### config.mk
export PLATFORM = sky130hd
export DESIGN_NAME = gregorian_date_add_days_unit
export DESIGN_NICKNAME = d
export VERILOG_FILES = /design/src/rtl/gdad_pkg.sv /design/src/rtl/gregorian_date_add_days_unit.sv /design/src/rtl/gdad_alu.sv
export SDC_FILE = /design/constraint.sdc
export NUM_CORES = 1
export LEC_CHECK = 0
export BUFFER_PORTS_ARGS = -buffer_cell sky130_fd_sc_hd__clkbuf_2
export CAP_MARGIN = 20
export CORE_ASPECT_RATIO = 1.2
export CORE_MARGIN = 2
export CORE_UTILIZATION = 45
export CTS_BUF_LIST = sky130_fd_sc_hd__clkbuf_4
export DETAILED_ROUTE_END_ITERATION = 6
export GPL_ROUTABILITY_DRIVEN = 0
export SLEW_MARGIN = 15
export SYNTH_ARGS = -nofsm -noshare
export SYNTH_HDL_FRONTEND = slang
export SYNTH_SLANG_ARGS = --single-unit
export TNS_END_PERCENT = 20
### constraint.sdc
create_clock -name clk -period 12 [get_ports clk]
set_input_delay 3 -clock clk [delete_from_list [all_inputs] [get_ports clk]]
set_output_delay 3 -clock clk [all_outputs]
set_load 0.01 [all_outputs]
### src/rtl/gdad_pkg.sv
// Shared types, constants and calendar helpers for the date-add unit.
// No dependencies; used by gdad_alu and gregorian_date_add_days_unit.
package gdad_pkg;

  localparam int unsigned OPW = 16;              // shared adder width

  localparam logic [13:0] YEAR_CAP = 14'd9999;
  localparam logic [15:0] QUAD_CENT = 16'd400;   // leap cycle length in years
  localparam logic [8:0]  QUAD_LAST = 9'd399;
  localparam logic [8:0]  YEAR_SHORT = 9'd365;
  localparam logic [8:0]  YEAR_LONG = 9'd366;
  localparam logic [3:0]  MON_FEB = 4'd2;
  localparam logic [3:0]  MON_JAN = 4'd1;
  localparam logic [3:0]  MON_DEC = 4'd12;

  typedef enum logic {
    ALU_ADD = 1'b0,
    ALU_SUB = 1'b1
  } alu_op_t;

  typedef struct packed {
    logic [OPW-1:0] a;
    logic [OPW-1:0] b;
    alu_op_t        op;
  } alu_req_t;

  typedef struct packed {
    logic [OPW-1:0] res;
    logic           cout;   // carry on add, borrow on subtract
    logic           zero;
  } alu_rsp_t;

  localparam logic [4:0] MONTH_LEN [12] = '{
    5'd31, 5'd28, 5'd31, 5'd30, 5'd31, 5'd30,
    5'd31, 5'd31, 5'd30, 5'd31, 5'd30, 5'd31
  };

  // Leap test from year mod 400 and the two low bits of the year.
  function automatic logic is_leap(input logic [8:0] ymod, input logic [1:0] ylow);
    logic cent;
    cent = (ymod == 9'd0) || (ymod == 9'd100) || (ymod == 9'd200) || (ymod == 9'd300);
    return ((ylow == 2'b00) && !cent) || (ymod == 9'd0);
  endfunction

  function automatic logic [4:0] month_days(input logic [3:0] m, input logic leap);
    logic [4:0] len;
    len = 5'd0;
    if (m >= MON_JAN && m <= MON_DEC) begin
      if (m == MON_FEB) begin
        len = leap ? 5'd29 : 5'd28;
      end else begin
        len = MONTH_LEN[m - MON_JAN];
      end
    end
    return len;
  endfunction

endpackage

### src/rtl/gregorian_date_add_days_unit.sv
// Gregorian date plus a day count, one request at a time on a shared adder.
// After accept it reduces the start year modulo 400, adds the months before the start
// month, strips whole years, then walks the months of the last year to the result.
// in_tready is low from accept until the result is taken.
// Reset (rst_n low, synchronous) returns the sequencer to idle and drops out_tvalid.
// Depends on gdad_pkg and gdad_alu.
module gregorian_date_add_days_unit (
  input  logic        clk,
  input  logic        rst_n,
  input  logic        in_tvalid,
  output logic        in_tready,
  input  logic [39:0] in_tdata,   // start_day[4:0], start_month[8:5], start_year[22:9],
                                  // days_to_add[37:23], zero pad [39:38]
  output logic        out_tvalid,
  input  logic        out_tready,
  output logic [23:0] out_tdata,  // result_day[4:0], result_month[8:5], result_year[22:9],
                                  // zero pad [23]
  output logic [0:0]  out_tuser   // year_overflow[0]
);

  // One-hot sequencer states
  typedef enum logic [5:0] {
    S_IDLE  = 6'b000001,
    S_MOD   = 6'b000010,  // reduce start year modulo 400
    S_PRE   = 6'b000100,  // add lengths of months before the start month
    S_YEAR  = 6'b001000,  // strip whole years from the remainder
    S_MONTH = 6'b010000,  // strip months within the final year
    S_DONE  = 6'b100000   // hold the result until taken
  } state_t;

  state_t      state_r, state_nxt;
  logic [15:0] rem_r, rem_nxt;      // running day remainder
  logic [14:0] year_r, year_nxt;    // may run past the 14-bit field before clamping
  logic [13:0] ymod_r, ymod_nxt;    // year mod 400 once S_MOD is done
  logic [3:0]  mon_r, mon_nxt;      // clamped start month
  logic [3:0]  m_r, m_nxt;          // month cursor
  logic [2:0]  step_r, step_nxt;    // shift of 400 during the reduction

  logic [4:0]  res_day_r, res_day_nxt;
  logic [3:0]  res_mon_r, res_mon_nxt;
  logic [13:0] res_year_r, res_year_nxt;
  logic        res_ovf_r, res_ovf_nxt;

  gdad_pkg::alu_req_t alu_req;
  gdad_pkg::alu_rsp_t alu_rsp;

  logic       leap;
  logic [4:0] mlen;
  logic [8:0] ylen;
  logic       in_fire;
  logic       rem_gt;      // remainder strictly above the subtrahend
  logic [3:0] in_mon;
  logic [8:0] ymod_inc;

  assign in_fire  = in_tvalid && in_tready;
  assign in_tready = (state_r == S_IDLE);
  assign leap     = gdad_pkg::is_leap(ymod_r[8:0], year_r[1:0]);
  assign mlen     = gdad_pkg::month_days(m_r, leap);
  assign ylen     = leap ? gdad_pkg::YEAR_LONG : gdad_pkg::YEAR_SHORT;
  assign rem_gt   = !alu_rsp.cout && !alu_rsp.zero;
  assign ymod_inc = (ymod_r[8:0] == gdad_pkg::QUAD_LAST) ? 9'd0 : ymod_r[8:0] + 9'd1;

  // Clamp an out-of-range month into January..December
  always_comb begin
    in_mon = in_tdata[8:5];
    if (in_mon < gdad_pkg::MON_JAN) begin
      in_mon = gdad_pkg::MON_JAN;
    end else if (in_mon > gdad_pkg::MON_DEC) begin
      in_mon = gdad_pkg::MON_DEC;
    end
  end

  // Operand selection for the shared adder
  always_comb begin
    alu_req.a  = rem_r;
    alu_req.b  = {11'd0, mlen};
    alu_req.op = gdad_pkg::ALU_SUB;
    unique case (state_r)
      S_IDLE: begin
        // seed the remainder with day plus count
        alu_req.a  = {11'd0, in_tdata[4:0]};
        alu_req.b  = {1'b0, in_tdata[37:23]};
        alu_req.op = gdad_pkg::ALU_ADD;
      end
      S_MOD: begin
        alu_req.a = {2'd0, ymod_r};
        alu_req.b = gdad_pkg::QUAD_CENT << step_r;
      end
      S_PRE: begin
        alu_req.op = gdad_pkg::ALU_ADD;
      end
      S_YEAR: begin
        alu_req.b = {7'd0, ylen};
      end
      default: begin
      end
    endcase
  end

  gdad_alu u_alu (
    .req (alu_req),
    .rsp (alu_rsp)
  );

  always_comb begin
    state_nxt    = state_r;
    rem_nxt      = rem_r;
    year_nxt     = year_r;
    ymod_nxt     = ymod_r;
    mon_nxt      = mon_r;
    m_nxt        = m_r;
    step_nxt     = step_r;
    res_day_nxt  = res_day_r;
    res_mon_nxt  = res_mon_r;
    res_year_nxt = res_year_r;
    res_ovf_nxt  = res_ovf_r;
    unique case (state_r)
      S_IDLE: begin
        if (in_fire) begin
          // Take day plus count from the shared adder
          rem_nxt   = alu_rsp.res;
          year_nxt  = {1'b0, in_tdata[22:9]};
          ymod_nxt  = in_tdata[22:9];
          mon_nxt   = in_mon;
          m_nxt     = gdad_pkg::MON_JAN;
          step_nxt  = 3'd5;
          state_nxt = S_MOD;
        end
      end
      S_MOD: begin
        // Restoring reduction: drop 400 << step where it fits
        if (!alu_rsp.cout) begin
          ymod_nxt = alu_rsp.res[13:0];
        end
        step_nxt = step_r - 3'd1;
        if (step_r == 3'd0) begin
          state_nxt = S_PRE;
        end
      end
      S_PRE: begin
        if (m_r == mon_r) begin
          m_nxt     = gdad_pkg::MON_JAN;
          state_nxt = S_YEAR;
        end else begin
          rem_nxt = alu_rsp.res;
          m_nxt   = m_r + 4'd1;
        end
      end
      S_YEAR: begin
        // Remainder beyond a whole year: skip all twelve months at once
        if (rem_gt) begin
          rem_nxt  = alu_rsp.res;
          year_nxt = year_r + 15'd1;
          ymod_nxt = {5'd0, ymod_inc};
        end else begin
          state_nxt = S_MONTH;
        end
      end
      S_MONTH: begin
        if (rem_gt) begin
          rem_nxt = alu_rsp.res;
          if (m_r == gdad_pkg::MON_DEC) begin
            m_nxt    = gdad_pkg::MON_JAN;
            year_nxt = year_r + 15'd1;
            ymod_nxt = {5'd0, ymod_inc};
          end else begin
            m_nxt = m_r + 4'd1;
          end
        end else begin
          res_day_nxt = rem_r[4:0];
          res_mon_nxt = m_r;
          if (year_r > {1'b0, gdad_pkg::YEAR_CAP}) begin
            res_year_nxt = gdad_pkg::YEAR_CAP;
            res_ovf_nxt  = 1'b1;
          end else begin
            res_year_nxt = year_r[13:0];
            res_ovf_nxt  = 1'b0;
          end
          state_nxt = S_DONE;
        end
      end
      S_DONE: begin
        if (out_tready) begin
          state_nxt = S_IDLE;
        end
      end
      default: begin
        state_nxt = S_IDLE;
      end
    endcase
  end

  always_ff @(posedge clk) begin
    if (!rst_n) begin
      state_r <= S_IDLE;
    end else begin
      state_r <= state_nxt;
    end
  end

  // Datapath registers need no reset
  always_ff @(posedge clk) begin
    rem_r      <= rem_nxt;
    year_r     <= year_nxt;
    ymod_r     <= ymod_nxt;
    mon_r      <= mon_nxt;
    m_r        <= m_nxt;
    step_r     <= step_nxt;
    res_day_r  <= res_day_nxt;
    res_mon_r  <= res_mon_nxt;
    res_year_r <= res_year_nxt;
    res_ovf_r  <= res_ovf_nxt;
  end

  assign out_tvalid = (state_r == S_DONE);
  assign out_tdata  = {1'b0, res_year_r, res_mon_r, res_day_r};
  assign out_tuser  = res_ovf_r;

endmodule

### src/rtl/gdad_alu.sv
// Shared add/subtract unit of the date-add sequencer.
// Depends on gdad_pkg for the request and response types.
module gdad_alu (
  input  gdad_pkg::alu_req_t req,
  output gdad_pkg::alu_rsp_t rsp
);

  logic [gdad_pkg::OPW:0] wide;

  always_comb begin
    if (req.op == gdad_pkg::ALU_SUB) begin
      wide = {1'b0, req.a} - {1'b0, req.b};
    end else begin
      wide = {1'b0, req.a} + {1'b0, req.b};
    end
    rsp.res  = wide[gdad_pkg::OPW-1:0];
    rsp.cout = wide[gdad_pkg::OPW];
    rsp.zero = (wide[gdad_pkg::OPW-1:0] == '0);
  end

endmodule

; ---- Word level (Yosys, flattened, before mapping)
; Memory sizes are Yosys's and may differ from the RTL's.
; Cells that the tools add are included.
[totals]
wordCells = 126
mem_count = 1
regBits = 86
mem_bits_ro = 80
inputBits = 44
out_inout_bits = 27
[mem_list]
columns = name, depth, word_bits, rd, rd_clocked_by_memory_dff, wr, line_no
row1 = (no name shown), 16, 5, 1, 0, 0, gdad_pkg.sv:52  ; len = MONTH_LEN[m - MON_JAN];
[classes]
shift = 1
bitwise_logic = 2
reduce_logical = 31
n_eq_ne = 25
n_lt_le_gt_ge = 6
muxes = 41
addsub = 7
[ops]
columns = op, n
row1 = 16-bit one-hot mux with 3 select lines, 2
row2 = 14-bit 2-to-1 mux, 5
row3 = 15-bit 2-to-1 mux, 4
row4 = 14-bit one-hot mux with 4 select lines, 1
row5 = 16-bit 2-to-1 mux, 3
row6 = 15-bit one-hot mux with 3 select lines, 1
row7 = 6-bit 2-to-1 mux, 6
row8 = 6-bit one-hot mux with 6 select lines, 1
row9 = 16-bit one-hot mux with 2 select lines, 1
row10 = 4-bit 2-to-1 mux, 5
row11 = 5-bit 2-to-1 mux, 4
row12 = 9-bit equality test (second input constant), 2
row13 = 2-bit inequality test (second input constant), 9
row14 = 16-bit by 16-bit adder with 17-bit output, 1
row15 = 17-bit 2-to-1 mux, 1
row16 = 16-bit by 16-bit subtractor with 17-bit output, 1
row17 = 16-bit zero test, 1
row18 = 9-bit by 3-bit left shift with 16-bit output (first input constant), 1
row19 = 15-bit by 1-bit adder with 15-bit output (second input constant), 1
row20 = 15-bit by 14-bit > comparator with 1-bit output (second input constant), 1
row21 = 4-bit one-hot mux with 3 select lines, 1
row22 = 6-bit AND reduction, 2
row23 = 9-bit by 1-bit adder with 9-bit output (second input constant), 1
row24 = 9-bit by 7-bit equality test with 1-bit output (second input constant), 1
row25 = 40 further kinds, 57

; ---- Depth between registers and ports, before layout
[depth]
word_depth = 18
mapped_depth = 24
mapped_depth_nobuf = 22

; ---- Modules after synthesis
; A second synthesis with hierarchy kept.
[hier_totals]
hier_cells = 603
hier_area_um2 = 5900.7
[modules_own_cells]
columns = mod, instances, cells_each, area_each_um2, seq_area_each_um2
row1 = gregorian_date_add_days_unit, 1, 439, 4672.0, 2522.4
row2 = gdad_alu, 1, 164, 1228.7, 0.0

; ---- Worst setup path after synthesis
; No wires, ideal clock.
[synth_path]
kind = input to register
startpoint = input in_tdata[24]
endpoint = register res_ovf_r, in the netlist out_tuser (enable)
setup_ns = 0.407
slack_ns = 3.895
path_buffers = 1
path_stages = 16
t_required_ns = 11.593
t_arrival_ns = 7.697
cell_sequence = a221oi_2 -> ha_1 -> o211ai_1 -> or3_1 -> o21ai_0 -> xnor2_1 -> ha_1 -> clkbuf_1 -> nand4_1 -> nor2_1 -> a2111oi_0 -> nand2_1 -> a41o_1 -> or2_2 -> o21ai_2 -> nor2b_1
[synth_rtl]
columns = item, line_no
row1 = "start, declared", gregorian_date_add_days_unit.sv:12  ; input logic [39:0] in_tdata,
row2 = "end signal, assigned", gregorian_date_add_days_unit.sv:212  ; res_ovf_r <= res_ovf_nxt;
row3 = "end, declared", gregorian_date_add_days_unit.sv:42  ; logic res_ovf_r, res_ovf_nxt;

==> results.md <==
- Status: finished clean
- Flop2flop setup slack: 4.95 ns
- Layout cells sized above 1: 14.7%
- Mapped Cells: 649
- Simple-gate share of the synthesized area: 20.1%
- WHS Endpoint: res_day_r[4]
- Clock Skews: 0.0259 ns
- Worst-Skew Late Latency: 0.45 ns
- Syn_area_per_cell: 9.27 um2
- Worst setup path class: in2reg
- Global route total overflow: 0
- Syn nets: 726
- Multiplexer share of the synthesized area: 0.333%
- WP data arrival: 7.78 ns
- Clock-pin slew on the worst setup and hold paths: 0.16 ns
- TritonCTS Buffers: 9
- CP Data Required Time: 12.08 ns
- Asr flop ratio synth: 0%
- CTS max path bufs: 2
- Fin. Hold Viols: 0
- Die area: 14,300 um2
- Register area share after synthesis: 41.9%
- Max incr delay on CP: 0.65 ns
- PortBufs: 67
- Core area: 13,100 um2
- Post-CTS Setup Bufs: 0
- Worst VDD drop: 124 uV
- Max_cap viols: 0
- Reg2Reg Depth: 21
- Worst slack, placed: 3.44 ns
- Leak Pwr: 2.58 nW
- Crit end category: flip-flop
- DP Wirelength: 11,600 um
- Relative slew margins: 30.7%
- Worst hold path class: reg2reg
- Finished Layout Cells: 871
- Starting density of the core: 45.9%
- H-tree levels: 3
- Placed cell count: 854
- CP bufs+invs: 1
- Synthesized area: 6020 um2
- Root Buffer: clkbuf_4
- Top cells by count, synth: 80 x edfxtp_1, 75 x nand2_1, 55 x nor2_1, 45 x o21ai_0
- Initial antenna violation count: 1
- Fmax: 130 MHz
- Routed wire length: 15,400 um
- Yosys warnings: 0
- CP top delay family: simple AND/OR/NAND/NOR gates
- Hold Slack: 0.505 ns
- Top-area cell type share of the netlist area: 39.9%
- Wire length per cell: 17.7 um
- EDFF count, synth: 80
- Final worst path period need: 7.70 ns
- Pwr/cell area: 171 nW/um2
- Synth Flop Type: edfxtp_1
- Worst-margin pin slew: 1.04 ns
- Synth Area in Compound Gates: 19.8%
- DR vias: 5,121
- Largest family of logic cells by synthesized area: simple AND/OR/NAND/NOR gates
- DRT Pass-1 Iters: 4
- Vias in the first global route: 4,770
- Critical Path Fanout Max: 24
- Clk sinks: 86
- RSZ-0062 raised after global routing: no
- Top cell type by total area after synthesis: edfxtp_1
- Post-DP Area: 6470 um2
- Critical Path Source: in_tdata[24]
- Synth Area in Adders: 6.99%
- CTS tree: done
- GRT Util Overall: 22.2%
- Max Slew Vio Count: 0
- Top-level I/O count: 71
- # rows: 46
- CP max stage cell: nor2b_4
- Final instance area: 6630 um2
- Vias per inst: 5.88
- Largest net degree at the start of global routing: 49
- Post-CTS Hold Fix Bufs: 0
- Nets: 774
- Final WS setup: 4.30 ns
- Area contributors post-synth: edfxtp_1 40%, ha_1 6.7%, nand2_1 4.7%
- Final setup violation count: 0
- Crit path cell chain: clkbuf_2, a221oi_2, ha_1, o211ai_1, or3_1, o21ai_0, xnor2_1, ha_1, nand4_1, nor3b_1, and2_1, o211ai_1, nor4_1, nand4_1, o21ai_2, nor2b_4
- Die H: 131 um
- Worst r2r src: m_r[0]
- Synth Area in XOR/XNOR: 6.82%
- Most numerous cell in the Yosys netlist: edfxtp_1
- Area growth syn-to-layout: 10.1%
- Setup TNS Final: 0 ns
- First-pass GRT wire length: 24,500 um
- Register bit total from synthesis: 86
- Post-CTS Resized: 0
- Min-delay src: rem_r[4]
- Routed Antenna Nets: 0
- Final period utilization: 64.2%
- DR iter-0 viols: 377
- R2r endpoint: res_year_r[1]
- Die width: 110 um
- Min-Delay Path Depth: 0
- CP startpoint kind: primary input
- Number of distinct library cells after synthesis: 68
- Remaining DRCs: 0
==> layer usage <==
layer / track usage, % / up-vias / routed length (um)
met4: 9.75 / 0 / 525
li1: - / 2506 / -
met2: 36.3 / 175 / 7320
met5: 0 / - / 0
met1: 29.5 / 2407 / 6750
met3: 3.03 / 33 / 830
==> how the worst max path moves through the flow <==
stage               endpoint  slack, ns  cells after the start
2_1_floorplan      out_tuser       3.90                     16
6_report       res_year_r[1]       4.30                     16
4_1_cts        res_year_r[1]       3.92                     16
3_3_place_gp    res_day_r[3]       3.56                     16
5_1_grt        res_year_r[1]       3.93                     18
3_5_place_dp    res_day_r[3]       3.44                     16
==> final cells by class <==
type                       count  area [um2]
fill                        1265        6490
multi-input combinational    502        3270
sequential                    86        2520
timing repair buffer          72         373
tap                          168         210
inverter                      26         100
clock inverter                 7        78.8
clock buffer                   9        67.6
antenna                        1        2.50
==> through the flow <==
stage	power (mW)	util [%]
finish	1.14	50.5
global route	1.21	50.5
CTS	1.14	50.4
detailed placement	0.955	49.3
global placement	0.939	49.3
floorplan	0.811	-
==> cells by family (layout without fill, tap and decap cells) <==
group | after synthesis | in the layout
xor gates and xnor gates | 46 | 46
buffers and inverters | 61 | 114
other | 1 | 2
AOI/OAI and AO/OA | 174 | 174
muxes | 2 | 2
adders and majority gates | 33 | 33
and+or+nand+nor | 246 | 246
DFF | 86 | 86
==> report_power, final <==
part	total (mW)	internal, mW	switching (mW)
Sequential	0.438	0.402	0.0356
Combinational	0.518	0.195	0.322
Clock	0.181	0.0666	0.114
Total	1.14	0.664	0.472
==> flip-flops by register name, indices dropped and copies added, names as in the netlist <==
signal      cells
rem_r          16
year_r         15
res_year_r     14
ymod_r         14
state_r         6
res_day_r       5
m_r             4
mon_r           4
res_mon_r       4
step_r          3
out_tuser       1
==> layout by cell type (no fill, tap or decap), types with 8 or more instances in the layout <==
cell type	count
edfxtp_1	80
nand2_1	75
clkbuf_2	67
nor2_1	53
o21ai_0	45
xnor2_1	32
ha_1	32
a21oi_1	28
inv_1	25
nand3_1	20
a22o_1	13
xor2_1	13
nand2b_1	11
nor2b_1	10
nor3_1	10
and2_1	10
o211ai_1	10
nor4_1	9
a211oi_1	9
nand4_1	9
clkbuf_4	9
a22oi_1	8
Power figures use the tool's default switching activity.
